$ cat src/rtl/core/rsbd_pkg.sv
// ----------------------------------------------------------------------------
// rsbd_pkg
// Shared constants, types and controller interface of the range-sum block.
// ----------------------------------------------------------------------------
`default_nettype none

package rsbd_pkg;

  localparam int unsigned DEPTH       = 1024;
  localparam int unsigned BLOCK_SIZE  = 32;
  localparam int unsigned BLOCK_COUNT = (DEPTH + BLOCK_SIZE - 1) / BLOCK_SIZE;

  localparam int unsigned DATA_W  = 64;
  localparam int unsigned OP_W    = 2;
  localparam int unsigned IDX_W   = 11;
  localparam int unsigned ADDR_W  = $clog2(DEPTH);
  localparam int unsigned BLK_W   = $clog2(BLOCK_SIZE);
  localparam int unsigned BIDX_W  = $clog2(BLOCK_COUNT);
  localparam int unsigned BI_W    = IDX_W - BLK_W;
  localparam int unsigned IN_W    = OP_W + 2 * IDX_W + DATA_W;
  localparam int unsigned IN_TD_W = ((IN_W + 7) / 8) * 8;

  localparam logic [IDX_W-1:0] COUNT_RESET = IDX_W'(DEPTH);
  localparam logic [IDX_W-1:0] COUNT_MAX   = IDX_W'(DEPTH);

  localparam logic [OP_W-1:0] OP_LOAD  = 2'd0;
  localparam logic [OP_W-1:0] OP_ADD   = 2'd1;
  localparam logic [OP_W-1:0] OP_QUERY = 2'd2;

  typedef enum logic [3:0] {
    ST_IDLE,
    ST_DECODE,
    ST_ADD_WR,
    ST_WALK_A,
    ST_WAIT_A,
    ST_WALK_B,
    ST_WALK_C,
    ST_WAIT_C,
    ST_EMIT
  } state_e;

  typedef struct packed {
    logic capture;      // latch input transfer, clear accumulator
    logic load_wr;      // write element and add to block sum
    logic add_rd;       // read element at left index
    logic add_wr;       // write back element plus value
    logic ptr_left;     // element pointer from left index
    logic ptr_tail;     // element pointer to start of right edge block
    logic walk_rd;      // read element at pointer, advance
    logic blk_load;     // block pointer to first inner block
    logic blk_add;      // accumulate block sum, advance
    logic emit;         // load result register
  } ctl_cmd_t;

  typedef struct packed {
    logic [OP_W-1:0] op;
    logic upd_err;
    logic qry_err;
    logic empty;
    logic mid_busy;     // at least one whole block between the edges
    logic tail_busy;    // right edge block holds elements
    logic last_a;
    logic last_c;
    logic blk_last;
    logic out_full;
  } dp_stat_t;

endpackage

`default_nettype wire

$ cat src/rtl/core/rsbd_ctrl.sv
// ----------------------------------------------------------------------------
// rsbd_ctrl
// Sequencer for load, add and range query walks.
// ----------------------------------------------------------------------------
`default_nettype none

module rsbd_ctrl import rsbd_pkg::*; (
  input  wire logic     clk_i,
  input  wire logic     rst_ni,
  input  wire logic     in_valid_i,
  output      logic     in_ready_o,
  input  wire dp_stat_t stat_i,
  output      ctl_cmd_t cmd_o
);

  state_e state_q, state_d;

  always_ff @(posedge clk_i or negedge rst_ni) begin
    if (!rst_ni) begin
      state_q <= ST_IDLE;
    end else begin
      state_q <= state_d;
    end
  end

  always_comb begin
    state_d = state_q;
    case (state_q)
      ST_IDLE: begin
        if (in_valid_i) state_d = ST_DECODE;
      end
      ST_DECODE: begin
        case (stat_i.op)
          OP_LOAD:  state_d = stat_i.upd_err ? ST_EMIT : ST_IDLE;
          OP_ADD:   state_d = stat_i.upd_err ? ST_EMIT : ST_ADD_WR;
          OP_QUERY: state_d = (stat_i.qry_err || stat_i.empty) ? ST_EMIT : ST_WALK_A;
          default:  state_d = ST_IDLE;
        endcase
      end
      ST_ADD_WR: state_d = ST_IDLE;
      ST_WALK_A: begin
        if (stat_i.last_a) state_d = ST_WAIT_A;
      end
      ST_WAIT_A: begin
        if (stat_i.mid_busy) begin
          state_d = ST_WALK_B;
        end else if (stat_i.tail_busy) begin
          state_d = ST_WALK_C;
        end else begin
          state_d = ST_EMIT;
        end
      end
      ST_WALK_B: begin
        if (stat_i.blk_last) state_d = stat_i.tail_busy ? ST_WALK_C : ST_EMIT;
      end
      ST_WALK_C: begin
        if (stat_i.last_c) state_d = ST_WAIT_C;
      end
      ST_WAIT_C: state_d = ST_EMIT;
      ST_EMIT: begin
        if (!stat_i.out_full) state_d = ST_IDLE;
      end
      default: state_d = ST_IDLE;
    endcase
  end

  always_comb begin
    cmd_o      = '0;
    in_ready_o = 1'b0;
    case (state_q)
      ST_IDLE: begin
        in_ready_o    = 1'b1;
        cmd_o.capture = in_valid_i;
      end
      ST_DECODE: begin
        cmd_o.load_wr  = (stat_i.op == OP_LOAD) && !stat_i.upd_err;
        cmd_o.add_rd   = (stat_i.op == OP_ADD) && !stat_i.upd_err;
        cmd_o.ptr_left = 1'b1;
      end
      ST_ADD_WR: cmd_o.add_wr = 1'b1;
      ST_WALK_A: cmd_o.walk_rd = 1'b1;
      ST_WAIT_A: begin
        // last edge element lands in the accumulator here
        cmd_o.ptr_tail = 1'b1;
        cmd_o.blk_load = 1'b1;
      end
      ST_WALK_B: cmd_o.blk_add = 1'b1;
      ST_WALK_C: cmd_o.walk_rd = 1'b1;
      ST_WAIT_C: ;
      ST_EMIT:   cmd_o.emit = !stat_i.out_full;
      default: ;
    endcase
  end

endmodule

`default_nettype wire

$ cat config.mk
export PLATFORM = sky130hd
export DESIGN_NAME = rsbd_ctrl
export DESIGN_NICKNAME = d
export VERILOG_FILES = /design/src/rtl/core/rsbd_pkg.sv /design/src/rtl/core/rsbd_ctrl.sv
export SDC_FILE = /design/constraint.sdc
export NUM_CORES = 1
export LEC_CHECK = 0
export ABC_AREA = 1
export BUFFER_PORTS_ARGS = -buffer_cell sky130_fd_sc_hd__buf_2
export CORE_AREA = 2 2 39 41
export CTS_CLUSTER_DIAMETER = 40
export DETAILED_ROUTE_END_ITERATION = 10
export DIE_AREA = 0 0 41 43
export PLACE_DENSITY = 0.69
export SETUP_SLACK_MARGIN = 0.02
export SYNTH_ARGS = -nofsm -noshare
export SYNTH_HDL_FRONTEND = slang
export SYNTH_SLANG_ARGS = --single-unit
$ cat constraint.sdc
create_clock -name clk_i -period 2.5 [get_ports clk_i]
set_clock_uncertainty 0.1 [all_clocks]
set_input_delay 0.5 -clock clk_i [delete_from_list [all_inputs] [get_ports clk_i]]
set_output_delay 0.5 -clock clk_i [all_outputs]
set_load 0.005 [all_outputs]
; Word level (Yosys, flattened, before mapping)
; Index checks and enable logic that the tools add are counted.
[op_classes]
add_sub_neg = 0
n_mul = 0
div_mod_pow = 0
order_cmp = 0
n_eq_ne = 15
shifts = 0
mux = 21
bitwise_logic = 0
reduce_logical = 9
[ops]
columns = operator, n
row1 = two-way mux 4 bit, 10
row2 = one-hot mux 4 bit (8 select lines), 1
row3 = == test 4 x 3 -> 1 bit (second input constant), 4
row4 = one-hot mux 4 bit (3 select lines), 1
row5 = != test 2 bit (second input constant), 5
row6 = == test 4 x 2 -> 1 bit (second input constant), 2
row7 = two-way mux 1 bit, 8
row8 = AND reduction 5 bit, 1
row9 = == test 4 x 1 -> 1 bit (second input constant), 1
row10 = == test 4 bit (second input constant), 1
row11 = logical NOT 4 bit, 1
row12 = == test 2 x 1 -> 1 bit (second input constant), 1
row13 = == test 2 bit (second input constant), 1
row14 = logical AND 1 bit, 2
row15 = logical NOT 1 bit, 2
row16 = logical NOT 2 bit, 1
row17 = two-way mux 2 bit, 1
row18 = OR reduction 2 bit, 1
row19 = logical OR 1 bit, 1
[totals]
reg_bits = 4
latch_bits = 0
ram_bits = 0
rom_bits = 0
in_bits = 14
n_memories = 0

; Longest topological paths before layout
[logic_depth]
depth_word = 4
ltp_mapped = 9

; Worst setup path after synthesis
; No wires, ideal clock.
[synth_path]
path_type = reg2out
start = reg state_q[0]
end = out cmd_o[4] in the netlist's numbering
arrival_time_ns = 0.990
required_time_ns = 1.900
setup_slack_ns = 0.910
stages_incl_launch_ff = 5
path_cell_list = dfrtp_1 -> nor2_4 -> inv_1 -> nor2_1 -> buf_4
[synth_lines]
columns = item, line
row1 = from (decl), rsbd_ctrl.sv:16  ; state_e state_q, state_d;
row2 = from (signal assigned), rsbd_ctrl.sv:22  ; state_q <= state_d;
row3 = to (decl), rsbd_ctrl.sv:13  ; output ctl_cmd_t cmd_o

==> run_results.csv <==
group,metric,value,unit
floorplanning,start_util,37.4,%
critical_path,r2r-start,"state_q[0]",
layout,final-seq-area,100,um^2
place,gp_congestion,0.820,
critical_path,worst-endpoint-required,1.90,ns
critical_path,path_max_fanout,5,
sta,tns,0,ns
clocking,postCtsSetupRepairBufs,0,
clocking,clk_pin_slew,0.04,ns
layout,top_regs,"state_q: 4 flops",
yosys,yosys.area.top_type,"dfrtp_1",
clocking,h-tree-depth,1,
yosys,synth_fa_ha_area_share,0,%
floorplanning,core_area,1380,um^2
clocking,cts_buffers,3,
routing,drc_errors,0,
critical_path,crit_arrival,1.30,ns
yosys,synth_compound_area_share,3.86,%
floorplanning,ios,25,
yosys,syn-num-nets,105,
layout,syn_to_final_growth,31.9,%
layout,fin_nets,134,
layout,max_flop_register,"state_q",
sta,finalSetupViolations,0,
global_routing,grt_max_degree,7,
place,io_buffers,24,
yosys,avgSynthCellArea,5.69,um^2
sta,slew_headroom,82.7,%
sta,period_minus_slack,1.90,ns
layout,layout_commonest_cell,"buf_2",
sta,rsz0062_at_grt,"no",
global_routing,overflow,0,
floorplanning,dieWidth,41,um
floorplanning,fp.dieH,43,um
sta,min_period_over_period,76.1,%
sta,hold_viol,0,
sta,fin_ws,0.597,ns
job,drv_cap,0,
global_routing,grt_pass1_vias,531,
layout,finalCoreUtilization,49.4,%
global_routing,antenna_found_initial,0,
layout,multiInputGateArea,339,um^2
yosys,muxShareOfSynthArea,0,%
yosys,synth_xor_xnor_area_share,0,%
power_and_ir_drop,irDropWorstVdd,0.000308,V
layout,most-common-layout-cells,"24 x buf_2, 22 x nand2_1, 15 x inv_1, 15 x nor2_1, 8 x nand3_1",
yosys,synth.distinct_cells,17,
layout,largest_reg_flops,4,
critical_path,crit_type,"reg -> out",
clocking,clockBufferDepth,2,
yosys,synth-simple-area-share,61.6,%
layout,n_antenna_cell,0,
yosys,synth_top_family_by_area,"simple AND/OR/NAND/NOR gates",
clocking,cts_root_buf,"clkbuf_4",
place,dp_hpwl,1010,um
sta,fmax,526,MHz
power_and_ir_drop,p_per_area,880,nW/um^2
yosys,netlist_area,518,um^2
critical_path,r2r-end,"state_q[2]",
routing,routed_wl,1160,um
yosys,ys_ff_latch,4,
routing,drt-wirelength-per-cell,8.66,um
sta,drv_slew,0,
yosys,yosysWarnings,0,
global_routing,grt_pass1_wl,1960,um
critical_path,r2r_cells,7,
floorplanning,die-area,1760,um^2
sta,whs,0.501,ns
yosys,yosysTopAreaCellShare,19.3,%
critical_path,startpoint_type,"flop",
layout,nFillCells,137,
yosys,ys_seq_area_share,19.3,%
place,place_ws,0.822,ns
layout,drive_above_1_share,38.1,%
routing,first_pass_iters,3,
clocking,cts_tree,"yes",
routing,ant_nets,0,
outcome,outcome,"finished clean",
yosys,synthTopCellsByArea,"dfrtp_1 19%, nand2_1 16%, inv_1 11%",
routing,vias,589,
critical_path,cp-end-kind,"primary output",
routing,drt_iter0_markers,7,
min_path,min_path_type,"in -> async",
sta,tightest_slew,0.257,ns
critical_path,rrSetupSlack,1.16,ns
global_routing,grt.total_usage,15.7,%
clocking,cts.sinks,4,
floorplanning,rows,14,
power_and_ir_drop,p_leak,0.000449,uW
clocking,clock_latency,0.23,ns
routing,viasPerCell,4.40,
yosys,synth_cells,91,
-- per-stage QoR --
stage | cells | total power, uW | area [um^2]
after floorplan | 91 | 417 | 518
after global placement | 130 | 519 | 651
after detailed placement | 130 | 525 | 651
after CTS | 134 | 607 | 683
after global routing | 134 | 668 | 683
final | 134 | 601 | 683
-- power by group --
group / switching (uW) / internal [uW] / leakage, uW
clock network: 24.1 / 53.5 / 0.0000138
logic: 242 / 152 / 0.000382
registers: 39.7 / 89.8 / 0.0000529
total: 306 / 295 / 0.000449
-- layer usage --
layer  global-route usage (%)  share of wire, %  routed length [um]
met5                        0                 0                   0
met4                     6.00                 0                   0
met3                     1.57               5.5                  64
met2                     24.4                47                 550
met1                     21.4                47                 546
-- worst max-delay path: stages (launching register included) --
cell and delay (ns):
dfrtp_1 0.44, inv_2 0.09, nand2_2 0.08, nor2_4 0.16
inv_1 0.06, nor3_1 0.11, buf_2 0.14
-- final cells by class --
type                       count  area share [%]
timing repair buffer          25            19.0
sequential                     4            14.7
inverter                      19            10.4
clock buffer                   3            3.30
tap                           16            2.93
multi-input combinational     67            49.6
-- Yosys cell counts --
library cell	n
a21oi_1	1
and2_1	1
buf_4	1
dfrtp_1	4
inv_1	15
inv_2	4
nand2_1	22
nand2_2	4
nand2_4	3
nand3_1	8
nor2_1	15
nor2_2	3
nor2_4	3
nor3_1	2
nor4_1	1
o21ai_0	3
or2_2	1
-- logic make-up (layout without fill, tap and decap cells) --
family,after synthesis,after routing
flip-flops,4,4
buffers and inverters,20,47
AND/OR/NAND/NOR,63,63
AO/OA/AOI/OAI,4,4
-- timing repair --
| action | in CTS | in global routing |
|---|---|---|
| resized for setup | 0 | 0 |
| hold buffers | 1 | 0 |
| setup endpoints to repair | 0 | 0 |
| endpoints found under the hold margin | 4 | 0 |
-- worst max path at each step --
stage	start	end	slack, ns
global route	state_q[1]	cmd_o[8]	0.46
CTS	state_q[1]	cmd_o[8]	0.57
global placement	state_q[1]	cmd_o[8]	0.83
detailed placement	state_q[1]	cmd_o[8]	0.82
finish	state_q[1]	cmd_o[8]	0.60
floorplan	state_q[0]	cmd_o[4]	0.91
Power figures use the tool's default switching activity.
